===== src/hw/rtl/zvc_pkg.sv =====
// ----------------------------------------------------------------------------
// zvc_pkg
// Shared types, codes and zigzag helpers for the zigzag varint codec.
// ----------------------------------------------------------------------------
package zvc_pkg;

    localparam int VALUE_W = 64;
    localparam int BYTE_W  = 8;
    localparam int GROUP_W = 7;
    localparam int COUNT_W = 4;

    localparam logic [GROUP_W-1:0] PAYLOAD_MASK = 7'h7F;
    localparam logic [COUNT_W-1:0] COUNT_MAX    = 4'd15;
    // group index that lands on bit 63; only payload bit 0 fits there
    localparam logic [COUNT_W-1:0] TOP_GROUP    = 4'd9;

    // item opcodes
    localparam logic OP_ENCODE = 1'b0;
    localparam logic OP_DECODE = 1'b1;

    // result kinds
    localparam logic KIND_BYTE  = 1'b0;
    localparam logic KIND_VALUE = 1'b1;

    typedef enum logic {
        ST_IDLE,
        ST_ENC
    } t_state;

    // completed decode result handed from the accumulator to the top level
    typedef struct packed {
        logic                      done;
        logic signed [VALUE_W-1:0] value;
        logic [COUNT_W-1:0]        count;
        logic                      truncated;
        logic                      overflow;
    } t_dec_res;

    function automatic logic [VALUE_W-1:0] zz_encode(input logic [VALUE_W-1:0] v);
        zz_encode = {v[VALUE_W-2:0], 1'b0} ^ {VALUE_W{v[VALUE_W-1]}};
    endfunction

    function automatic logic [VALUE_W-1:0] zz_decode(input logic [VALUE_W-1:0] a);
        zz_decode = {1'b0, a[VALUE_W-1:1]} ^ {VALUE_W{a[0]}};
    endfunction

endpackage


===== src/hw/rtl/zvc_in_if.sv =====
// ----------------------------------------------------------------------------
// zvc_in_if
// Input channel of the codec: one encode value or one decode byte per item.
// ----------------------------------------------------------------------------
interface zvc_in_if;
    import zvc_pkg::*;

    logic                      valid;
    logic                      ready;
    logic                      op;
    logic signed [VALUE_W-1:0] value_in;
    logic [BYTE_W-1:0]         byte_in;
    logic                      end_of_data;

    modport source (output valid, output op, output value_in, output byte_in,
                    output end_of_data, input ready);
    modport sink   (input valid, input op, input value_in, input byte_in,
                    input end_of_data, output ready);
endinterface


===== src/hw/rtl/zvc_out_if.sv =====
// ----------------------------------------------------------------------------
// zvc_out_if
// Output channel of the codec: one encoded byte or one decoded value per item.
// ----------------------------------------------------------------------------
interface zvc_out_if;
    import zvc_pkg::*;

    logic                      valid;
    logic                      ready;
    logic                      kind;
    logic [BYTE_W-1:0]         byte_out;
    logic                      last;
    logic signed [VALUE_W-1:0] value_out;
    logic [COUNT_W-1:0]        bytes_read;
    logic                      truncated;
    logic                      overflow;

    modport source (output valid, output kind, output byte_out, output last,
                    output value_out, output bytes_read, output truncated,
                    output overflow, input ready);
    modport sink   (input valid, input kind, input byte_out, input last,
                    input value_out, input bytes_read, input truncated,
                    input overflow, output ready);
endinterface


===== src/hw/rtl/zvc_dec_acc.sv =====
// ----------------------------------------------------------------------------
// zvc_dec_acc
// Varint decode accumulator: places one 7-bit group per byte and reports
// the zigzag-decoded value when a byte ends the varint or the data ends.
// ----------------------------------------------------------------------------
module zvc_dec_acc (
    input  logic                           i_clk,
    input  logic                           i_rst_n,
    input  logic                           i_step,
    input  logic [zvc_pkg::BYTE_W-1:0]     i_byte,
    input  logic                           i_eod,
    output zvc_pkg::t_dec_res              o_res
);
    import zvc_pkg::*;

    logic [VALUE_W-1:0] r_acc, n_acc;
    logic [COUNT_W-1:0] r_cnt, n_cnt;
    logic               r_ovf, n_ovf;

    logic [GROUP_W-1:0] payload;
    logic               cont;
    logic [5:0]         shamt;
    logic [VALUE_W-1:0] acc_add;
    logic [COUNT_W-1:0] cnt_add;
    logic               ovf_add;

    always_comb begin
        payload = i_byte[GROUP_W-1:0] & PAYLOAD_MASK;
        cont    = i_byte[BYTE_W-1];
        shamt   = 6'(r_cnt) * 6'(GROUP_W);
        acc_add = r_acc;
        ovf_add = r_ovf;
        priority if (r_cnt < TOP_GROUP) begin
            acc_add = r_acc | (VALUE_W'(payload) << shamt);
        end else if (r_cnt == TOP_GROUP) begin
            acc_add = r_acc | {payload[0], {(VALUE_W-1){1'b0}}};
            if (payload[GROUP_W-1:1] != '0) begin
                ovf_add = 1'b1;
            end
        end else begin
            // past the tenth byte: drop the payload
            ovf_add = 1'b1;
        end
        cnt_add = (r_cnt < COUNT_MAX) ? r_cnt + 1'b1 : r_cnt;

        o_res.done      = i_step && (!cont || i_eod);
        o_res.value     = zz_decode(acc_add);
        o_res.count     = cnt_add;
        o_res.truncated = cont;
        o_res.overflow  = ovf_add;

        n_acc = r_acc;
        n_cnt = r_cnt;
        n_ovf = r_ovf;
        if (o_res.done) begin
            n_acc = '0;
            n_cnt = '0;
            n_ovf = 1'b0;
        end else if (i_step) begin
            n_acc = acc_add;
            n_cnt = cnt_add;
            n_ovf = ovf_add;
        end
    end

    always_ff @(posedge i_clk) begin
        if (!i_rst_n) begin
            r_acc <= '0;
            r_cnt <= '0;
            r_ovf <= 1'b0;
        end else begin
            r_acc <= n_acc;
            r_cnt <= n_cnt;
            r_ovf <= n_ovf;
        end
    end

endmodule


===== src/hw/rtl/zigzag_varint_codec.sv =====
// ----------------------------------------------------------------------------
// zigzag_varint_codec
// Signed 64-bit zigzag plus base-128 varint encoder and byte-wise decoder.
// ----------------------------------------------------------------------------
// Usage:
//   i_in carries items with op = encode (value_in) or op = decode (byte_in,
//   end_of_data). o_out carries results: kind = byte for encoded bytes,
//   kind = value for decoded values.
//   Encode: an item yields 1 to 10 bytes, low group first, one byte per
//   cycle while the receiver keeps up, from a single 7-bit group extractor;
//   the first byte is registered at the accept edge, and the input is not
//   ready until the last byte of the item has been registered.
//   Decode: one byte per cycle while the output register is free; a byte
//   that ends a varint (or carries end_of_data) places the value in the
//   output register at the accept edge.
//   The output register is the only buffer: a stalled receiver stops the
//   encode sequence and blocks new items until the pending result is taken.
//   Reset clears the output valid, the sequencer and the partial decode
//   value; an encode item leaves a partial decode untouched.
// ----------------------------------------------------------------------------
module zigzag_varint_codec (
    input  logic       i_clk,
    input  logic       i_rst_n,
    zvc_in_if.sink     i_in,
    zvc_out_if.source  o_out
);
    import zvc_pkg::*;

    t_state r_state, n_state;

    logic [VALUE_W-1:0] r_zz, n_zz;
    logic [COUNT_W-1:0] r_pos, n_pos;

    logic                      r_out_valid, n_out_valid;
    logic                      r_kind, n_kind;
    logic [BYTE_W-1:0]         r_byte, n_byte;
    logic                      r_last, n_last;
    logic signed [VALUE_W-1:0] r_value, n_value;
    logic [COUNT_W-1:0]        r_nread, n_nread;
    logic                      r_trunc, n_trunc;
    logic                      r_ovf, n_ovf;

    logic               out_free;
    logic               in_ready;
    logic               in_take;
    logic               dec_step;
    logic               enc_emit;
    logic [VALUE_W-1:0] grp_src;
    logic               grp_more;
    logic [COUNT_W-1:0] grp_pos;
    t_dec_res           dec_res;

    zvc_dec_acc u_dec (
        .i_clk   (i_clk),
        .i_rst_n (i_rst_n),
        .i_step  (dec_step),
        .i_byte  (i_in.byte_in),
        .i_eod   (i_in.end_of_data),
        .o_res   (dec_res)
    );

    always_comb begin
        out_free = !r_out_valid || o_out.ready;
        in_ready = (r_state == ST_IDLE) && out_free;
        in_take  = i_in.valid && in_ready;
        dec_step = in_take && (i_in.op == OP_DECODE);

        // group extractor, fed from the new value or the remaining word
        grp_src  = (r_state == ST_IDLE) ? zz_encode(i_in.value_in) : r_zz;
        grp_pos  = (r_state == ST_IDLE) ? COUNT_W'(1) : r_pos;
        grp_more = |grp_src[VALUE_W-1:GROUP_W];

        enc_emit = 1'b0;
        n_state  = r_state;
        n_zz     = r_zz;
        n_pos    = r_pos;
        unique case (r_state)
            ST_IDLE: begin
                enc_emit = in_take && (i_in.op == OP_ENCODE);
            end
            ST_ENC: begin
                enc_emit = out_free;
            end
            default: begin
                enc_emit = 1'b0;
            end
        endcase
        if (enc_emit) begin
            n_zz    = grp_src >> GROUP_W;
            n_pos   = grp_pos + 1'b1;
            n_state = grp_more ? ST_ENC : ST_IDLE;
        end

        n_out_valid = r_out_valid && !o_out.ready;
        n_kind      = r_kind;
        n_byte      = r_byte;
        n_last      = r_last;
        n_value     = r_value;
        n_nread     = r_nread;
        n_trunc     = r_trunc;
        n_ovf       = r_ovf;
        if (enc_emit) begin
            n_out_valid = 1'b1;
            n_kind      = KIND_BYTE;
            n_byte      = {grp_more, grp_src[GROUP_W-1:0] & PAYLOAD_MASK};
            n_last      = !grp_more;
            n_value     = '0;
            n_nread     = grp_pos;
            n_trunc     = 1'b0;
            n_ovf       = 1'b0;
        end else if (dec_res.done) begin
            n_out_valid = 1'b1;
            n_kind      = KIND_VALUE;
            n_byte      = '0;
            n_last      = 1'b1;
            n_value     = dec_res.value;
            n_nread     = dec_res.count;
            n_trunc     = dec_res.truncated;
            n_ovf       = dec_res.overflow;
        end
    end

    always_ff @(posedge i_clk) begin
        if (!i_rst_n) begin
            r_state     <= ST_IDLE;
            r_out_valid <= 1'b0;
        end else begin
            r_state     <= n_state;
            r_out_valid <= n_out_valid;
        end
    end

    always_ff @(posedge i_clk) begin
        r_zz    <= n_zz;
        r_pos   <= n_pos;
        r_kind  <= n_kind;
        r_byte  <= n_byte;
        r_last  <= n_last;
        r_value <= n_value;
        r_nread <= n_nread;
        r_trunc <= n_trunc;
        r_ovf   <= n_ovf;
    end

    assign i_in.ready       = in_ready;
    assign o_out.valid      = r_out_valid;
    assign o_out.kind       = r_kind;
    assign o_out.byte_out   = r_byte;
    assign o_out.last       = r_last;
    assign o_out.value_out  = r_value;
    assign o_out.bytes_read = r_nread;
    assign o_out.truncated  = r_trunc;
    assign o_out.overflow   = r_ovf;

endmodule


===== src/flat_wrapper.sv =====
// flat-port wrapper written by rule: the top's interface ports become plain ports
module zigzag_varint_codec_flat import zvc_pkg::*;
  (i_clk, i_rst_n, i_in_valid, i_in_op, i_in_value_in, i_in_byte_in, i_in_end_of_data, i_in_ready, o_out_valid, o_out_kind, o_out_byte_out, o_out_last, o_out_value_out, o_out_bytes_read, o_out_truncated, o_out_overflow, o_out_ready);
  zvc_in_if i_in_i ();
  zvc_out_if o_out_i ();
  input  logic i_clk;
  input  logic i_rst_n;
  input wire logic [$bits(i_in_i.valid)-1:0] i_in_valid;
  input wire logic [$bits(i_in_i.op)-1:0] i_in_op;
  input wire logic [$bits(i_in_i.value_in)-1:0] i_in_value_in;
  input wire logic [$bits(i_in_i.byte_in)-1:0] i_in_byte_in;
  input wire logic [$bits(i_in_i.end_of_data)-1:0] i_in_end_of_data;
  output wire logic [$bits(i_in_i.ready)-1:0] i_in_ready;
  output wire logic [$bits(o_out_i.valid)-1:0] o_out_valid;
  output wire logic [$bits(o_out_i.kind)-1:0] o_out_kind;
  output wire logic [$bits(o_out_i.byte_out)-1:0] o_out_byte_out;
  output wire logic [$bits(o_out_i.last)-1:0] o_out_last;
  output wire logic [$bits(o_out_i.value_out)-1:0] o_out_value_out;
  output wire logic [$bits(o_out_i.bytes_read)-1:0] o_out_bytes_read;
  output wire logic [$bits(o_out_i.truncated)-1:0] o_out_truncated;
  output wire logic [$bits(o_out_i.overflow)-1:0] o_out_overflow;
  input wire logic [$bits(o_out_i.ready)-1:0] o_out_ready;
  assign i_in_i.valid = i_in_valid;
  assign i_in_i.op = i_in_op;
  assign i_in_i.value_in = i_in_value_in;
  assign i_in_i.byte_in = i_in_byte_in;
  assign i_in_i.end_of_data = i_in_end_of_data;
  assign i_in_ready = i_in_i.ready;
  assign o_out_valid = o_out_i.valid;
  assign o_out_kind = o_out_i.kind;
  assign o_out_byte_out = o_out_i.byte_out;
  assign o_out_last = o_out_i.last;
  assign o_out_value_out = o_out_i.value_out;
  assign o_out_bytes_read = o_out_i.bytes_read;
  assign o_out_truncated = o_out_i.truncated;
  assign o_out_overflow = o_out_i.overflow;
  assign o_out_i.ready = o_out_ready;
  zigzag_varint_codec u_core (.i_clk(i_clk), .i_rst_n(i_rst_n), .i_in(i_in_i), .o_out(o_out_i));
endmodule

===== config.mk =====
export PLATFORM = sky130hd
export DESIGN_NAME = zigzag_varint_codec_flat
export DESIGN_NICKNAME = d
export VERILOG_FILES = /design/src/hw/rtl/zvc_pkg.sv /design/src/hw/rtl/zvc_in_if.sv /design/src/hw/rtl/zvc_out_if.sv /design/src/hw/rtl/zvc_dec_acc.sv /design/src/hw/rtl/zigzag_varint_codec.sv /design/src/flat_wrapper.sv
export SDC_FILE = /design/constraint.sdc
export NUM_CORES = 1
export LEC_CHECK = 0
export BUFFER_PORTS_ARGS = -buffer_cell sky130_fd_sc_hd__buf_4
export CAP_MARGIN = 25
export CORE_MARGIN = 2
export CORE_UTILIZATION = 57
export CTS_CLUSTER_DIAMETER = 200
export DETAILED_ROUTE_END_ITERATION = 6
export PLACE_DENSITY = 0.8
export SLEW_MARGIN = 5
export SYNTH_ARGS = -nofsm -noshare
export SYNTH_HDL_FRONTEND = slang
export SYNTH_SLANG_ARGS = --single-unit

===== constraint.sdc =====
create_clock -name i_clk -period 4.6 [get_ports i_clk]
set_clock_uncertainty 0.05 [all_clocks]
set_input_delay 0.92 -clock i_clk [delete_from_list [all_inputs] [get_ports i_clk]]
set_output_delay 0.92 -clock i_clk [all_outputs]
set_load 0.02 [all_outputs]

==> results.ini <==
[run_status]
status=finished, final reports clean

[routing]
postRouteAntennaNets=0
dr.pass1.iters=6
vias=9031
viasPerCell=5.961
wire_per_inst_um=18.62
drc=0
drtIter0Drc=871
wirelength_um=28210

[grt]
grt_first_pass_wirelength_um=44600
gr-usage-met1_pct=40.87
grt_max_degree=102
top_usage_layer=met2
overflow=0
grt.met3_usage_pct=3.966
grt_pass1_vias=8485
antenna_found_initial=0
grtUsageTotal_pct=27.91
met2_usage_pct=44.14

[cts]
ctsResizeCount=0
cts_buffer_depth=3
cts.sinks=212
clkTransAtPathRegs_ns=0.06
htreeDepth=1
cts_tree=yes
clock_latency_ns=0.50
postCtsSetupBuffers=0
cts_inserted_buffers=22
ctsRootBufferMaster=clkbuf_16
hold_buffers=0

[power_and_ir_drop]
peakVddDrop_uv=272.7
powerDensity_nw_per_um2=409.3
leakagePower_uw=0.004708

[sta]
max_clock_freq_ghz=0.2568
setup_viol_count_final=0
period_share_pct=84.64
worstMarginPinSlew_ns=0.9723
worst_slack_ns=0.7066
fin_crit_ns=3.893
hold_viol_final=0
rsz0062_at_grt=no
worst_slew_margin_rel_pct=35.18
drv_slew=0
tns_ns=0

[critical_path]
cp.arrival_ns=4.23
cp_max_fo=23
reg2reg_depth=12
worstSetupPathType=flop to flop
endpoint_kind=flop
r2r_slack_ns=0.71
cp-start-kind=flop
required_ns=4.94
regToRegStartpoint=u_core.u_dec.r_cnt[0]
rr_endpoint=u_core.o_out.value_out[51]

[yosys]
synthArstFlopShare_pct=0
yosys_warnings=0
synth_most_common_cell=dfxtp_1
ys_seq_area_share_pct=46.90
synth_edf_count=74
syn_avg_cell_area_um2=9.225
syn_inst=1152
netlist_area_um2=10630
yosysUniqueCellTypes=63
yosysTopAreaCellShare_pct=25.99
yosys-top-cells-area=dfxtp_1 (26%), edfxtp_1 (21%), xnor2_1 (11%), a21oi_1 (6.3%), o21ai_0 (5.5%)
synth_nets=1245
synth_flop_cell=dfxtp_1
ys_ff_latch=212
synthTopCellsByCount=dfxtp_1 (138), a21oi_1 (134), xnor2_1 (133)
yosys.area.top_type=dfxtp_1

[floorplanning]
ioPinCount=160
core_um2=18150
start_util_pct=58.56
die_h_um=140.5
die_x_um=140.5
row_count=49
fp.dieArea_um2=19750

[final_layout]
drive_gt1_share_pct=19.60
area_delta_synth_final_pct=19.38
final_cell_area_um2=12690
n_antenna_cell=0
nets=1363
fin_cells=1515
seqCellArea_um2=4989
multi_input_area_um2=5244
fillers=1401

[min_path]
hold_class=flop to flop
holdPathEnd=u_core.u_dec.r_acc[26]
whs_path_depth=2
hp-start=u_core.u_dec.r_acc[26]

[placement]
gp_congestion=0.9211
io_buffers=159
pre_cts_slack_ns=0.7814
dpl_cell_area_um2=11940
hpwlAfterDp_um=19240
dpl.cell_count=1475

[run]
maxCapViolations=0

==> cells in the final DEF, fill, tap and decap left out, drive strengths merged, types with 4 or more instances in the layout <==
cell	netlist	layout
xnor2	133	133
edfxtp	74	74
and4	6	6
and2	9	9
or4	11	11
a221oi	9	9
o22ai	4	4
a31oi	15	15
ha	11	11
nor3	57	57
nand2	68	68
o21ai	120	120
nor2b	8	8
nand2b	8	8
a211oi	9	9
nand3	17	17
clkbuf	39	28
fa	4	4
nor2	109	109
a21oi	142	142
mux2	9	9
inv	16	17
dfxtp	138	138
clkinv	0	6
buf	45	178
mux2i	16	16
a22oi	4	4
nor4	16	16
nand4	12	12
and3	8	8
==> state kept, by name, summed over array words and instances (netlist names) <==
register / count
u_core.o_out.byte_out: 8
u_core.o_out.bytes_read: 4
u_core.o_out.kind: 1
u_core.o_out.last: 1
u_core.o_out.overflow: 1
u_core.o_out.truncated: 1
u_core.o_out.valid: 1
u_core.o_out.value_out: 64
u_core.r_pos: 4
u_core.r_state: 1
u_core.r_zz: 57
u_core.u_dec.r_acc: 64
u_core.u_dec.r_cnt: 4
u_core.u_dec.r_ovf: 1
==> metal layers <==
| metal | share of wire [%] | wire length [µm] |
|---|---|---|
| met5 | 0 | 0 |
| met3 | 7.4 | 2087 |
| met2 | 46 | 13050 |
| met1 | 44 | 12530 |
| met4 | 1.9 | 537 |
==> metrics by stage <==
stage               total power (µW)  hold WS, ns  utilization (%)
floorplan                       2982       0.3873                -
global placement                3365       0.3984            65.62
detailed placement              3387       0.4042            65.77
CTS                             5213       0.4207            69.91
global route                    5399       0.4383            69.91
finish                          5193       0.4183            69.91
==> critical path, cell delays in order (launching register included) <==
cell and delay [ns]:
dfxtp_1 0.37, buf_4 0.32, ha_1 0.27, ha_1 0.20, inv_1 0.07, fa_1 0.87
buf_4 0.33, nor2b_1 0.27, nand2_1 0.11, o221ai_1 0.43, a21oi_1 0.19, xnor2_1 0.23
a21oi_1 0.08
==> logic make-up after synthesis <==
group	Yosys count	synth area share, %
multiplexers	25	2.802
adder cells (fa/ha/maj)	15	2.049
XOR/XNOR	136	11.21
buffers and inverters	100	4.168
AND/OR/NAND/NOR	341	15.63
flip-flops	212	46.90
AO/OA/AOI/OAI	323	17.24
==> final cells by class <==
| type | count | area share [%] |
|---|---|---|
| clock inverter | 12 | 0.9270 |
| inverter | 16 | 0.4734 |
| timing repair buffer | 178 | 10.69 |
| tap | 229 | 2.258 |
| multi-input combinational | 840 | 41.33 |
| sequential | 212 | 39.32 |
| clock buffer | 28 | 5.000 |
==> worst max-delay path by stage <==
stage | from | slack [ns] | cells after the start | endpoint
CTS | u_core.u_dec.r_cnt[1] | 0.76 | 11 | u_core.o_out.value_out[50]
global placement | i_in_value_in[63] | 0.82 | 7 | u_core.o_out.byte_out[7]
finish | u_core.u_dec.r_cnt[0] | 0.71 | 12 | u_core.o_out.value_out[51]
global route | u_core.u_dec.r_cnt[0] | 0.48 | 12 | u_core.o_out.value_out[51]
floorplan | o_out_ready | 0.69 | 5 | u_core.o_out.bytes_read[1]
detailed placement | i_in_value_in[63] | 0.78 | 7 | u_core.o_out.byte_out[7]
==> where the power goes <==
group	internal [µW]	total [µW]	switching, µW
combinational	442	1090	650
sequential	2150	2270	120
clock	1090	1830	739
Power figures use the tool's default switching activity.
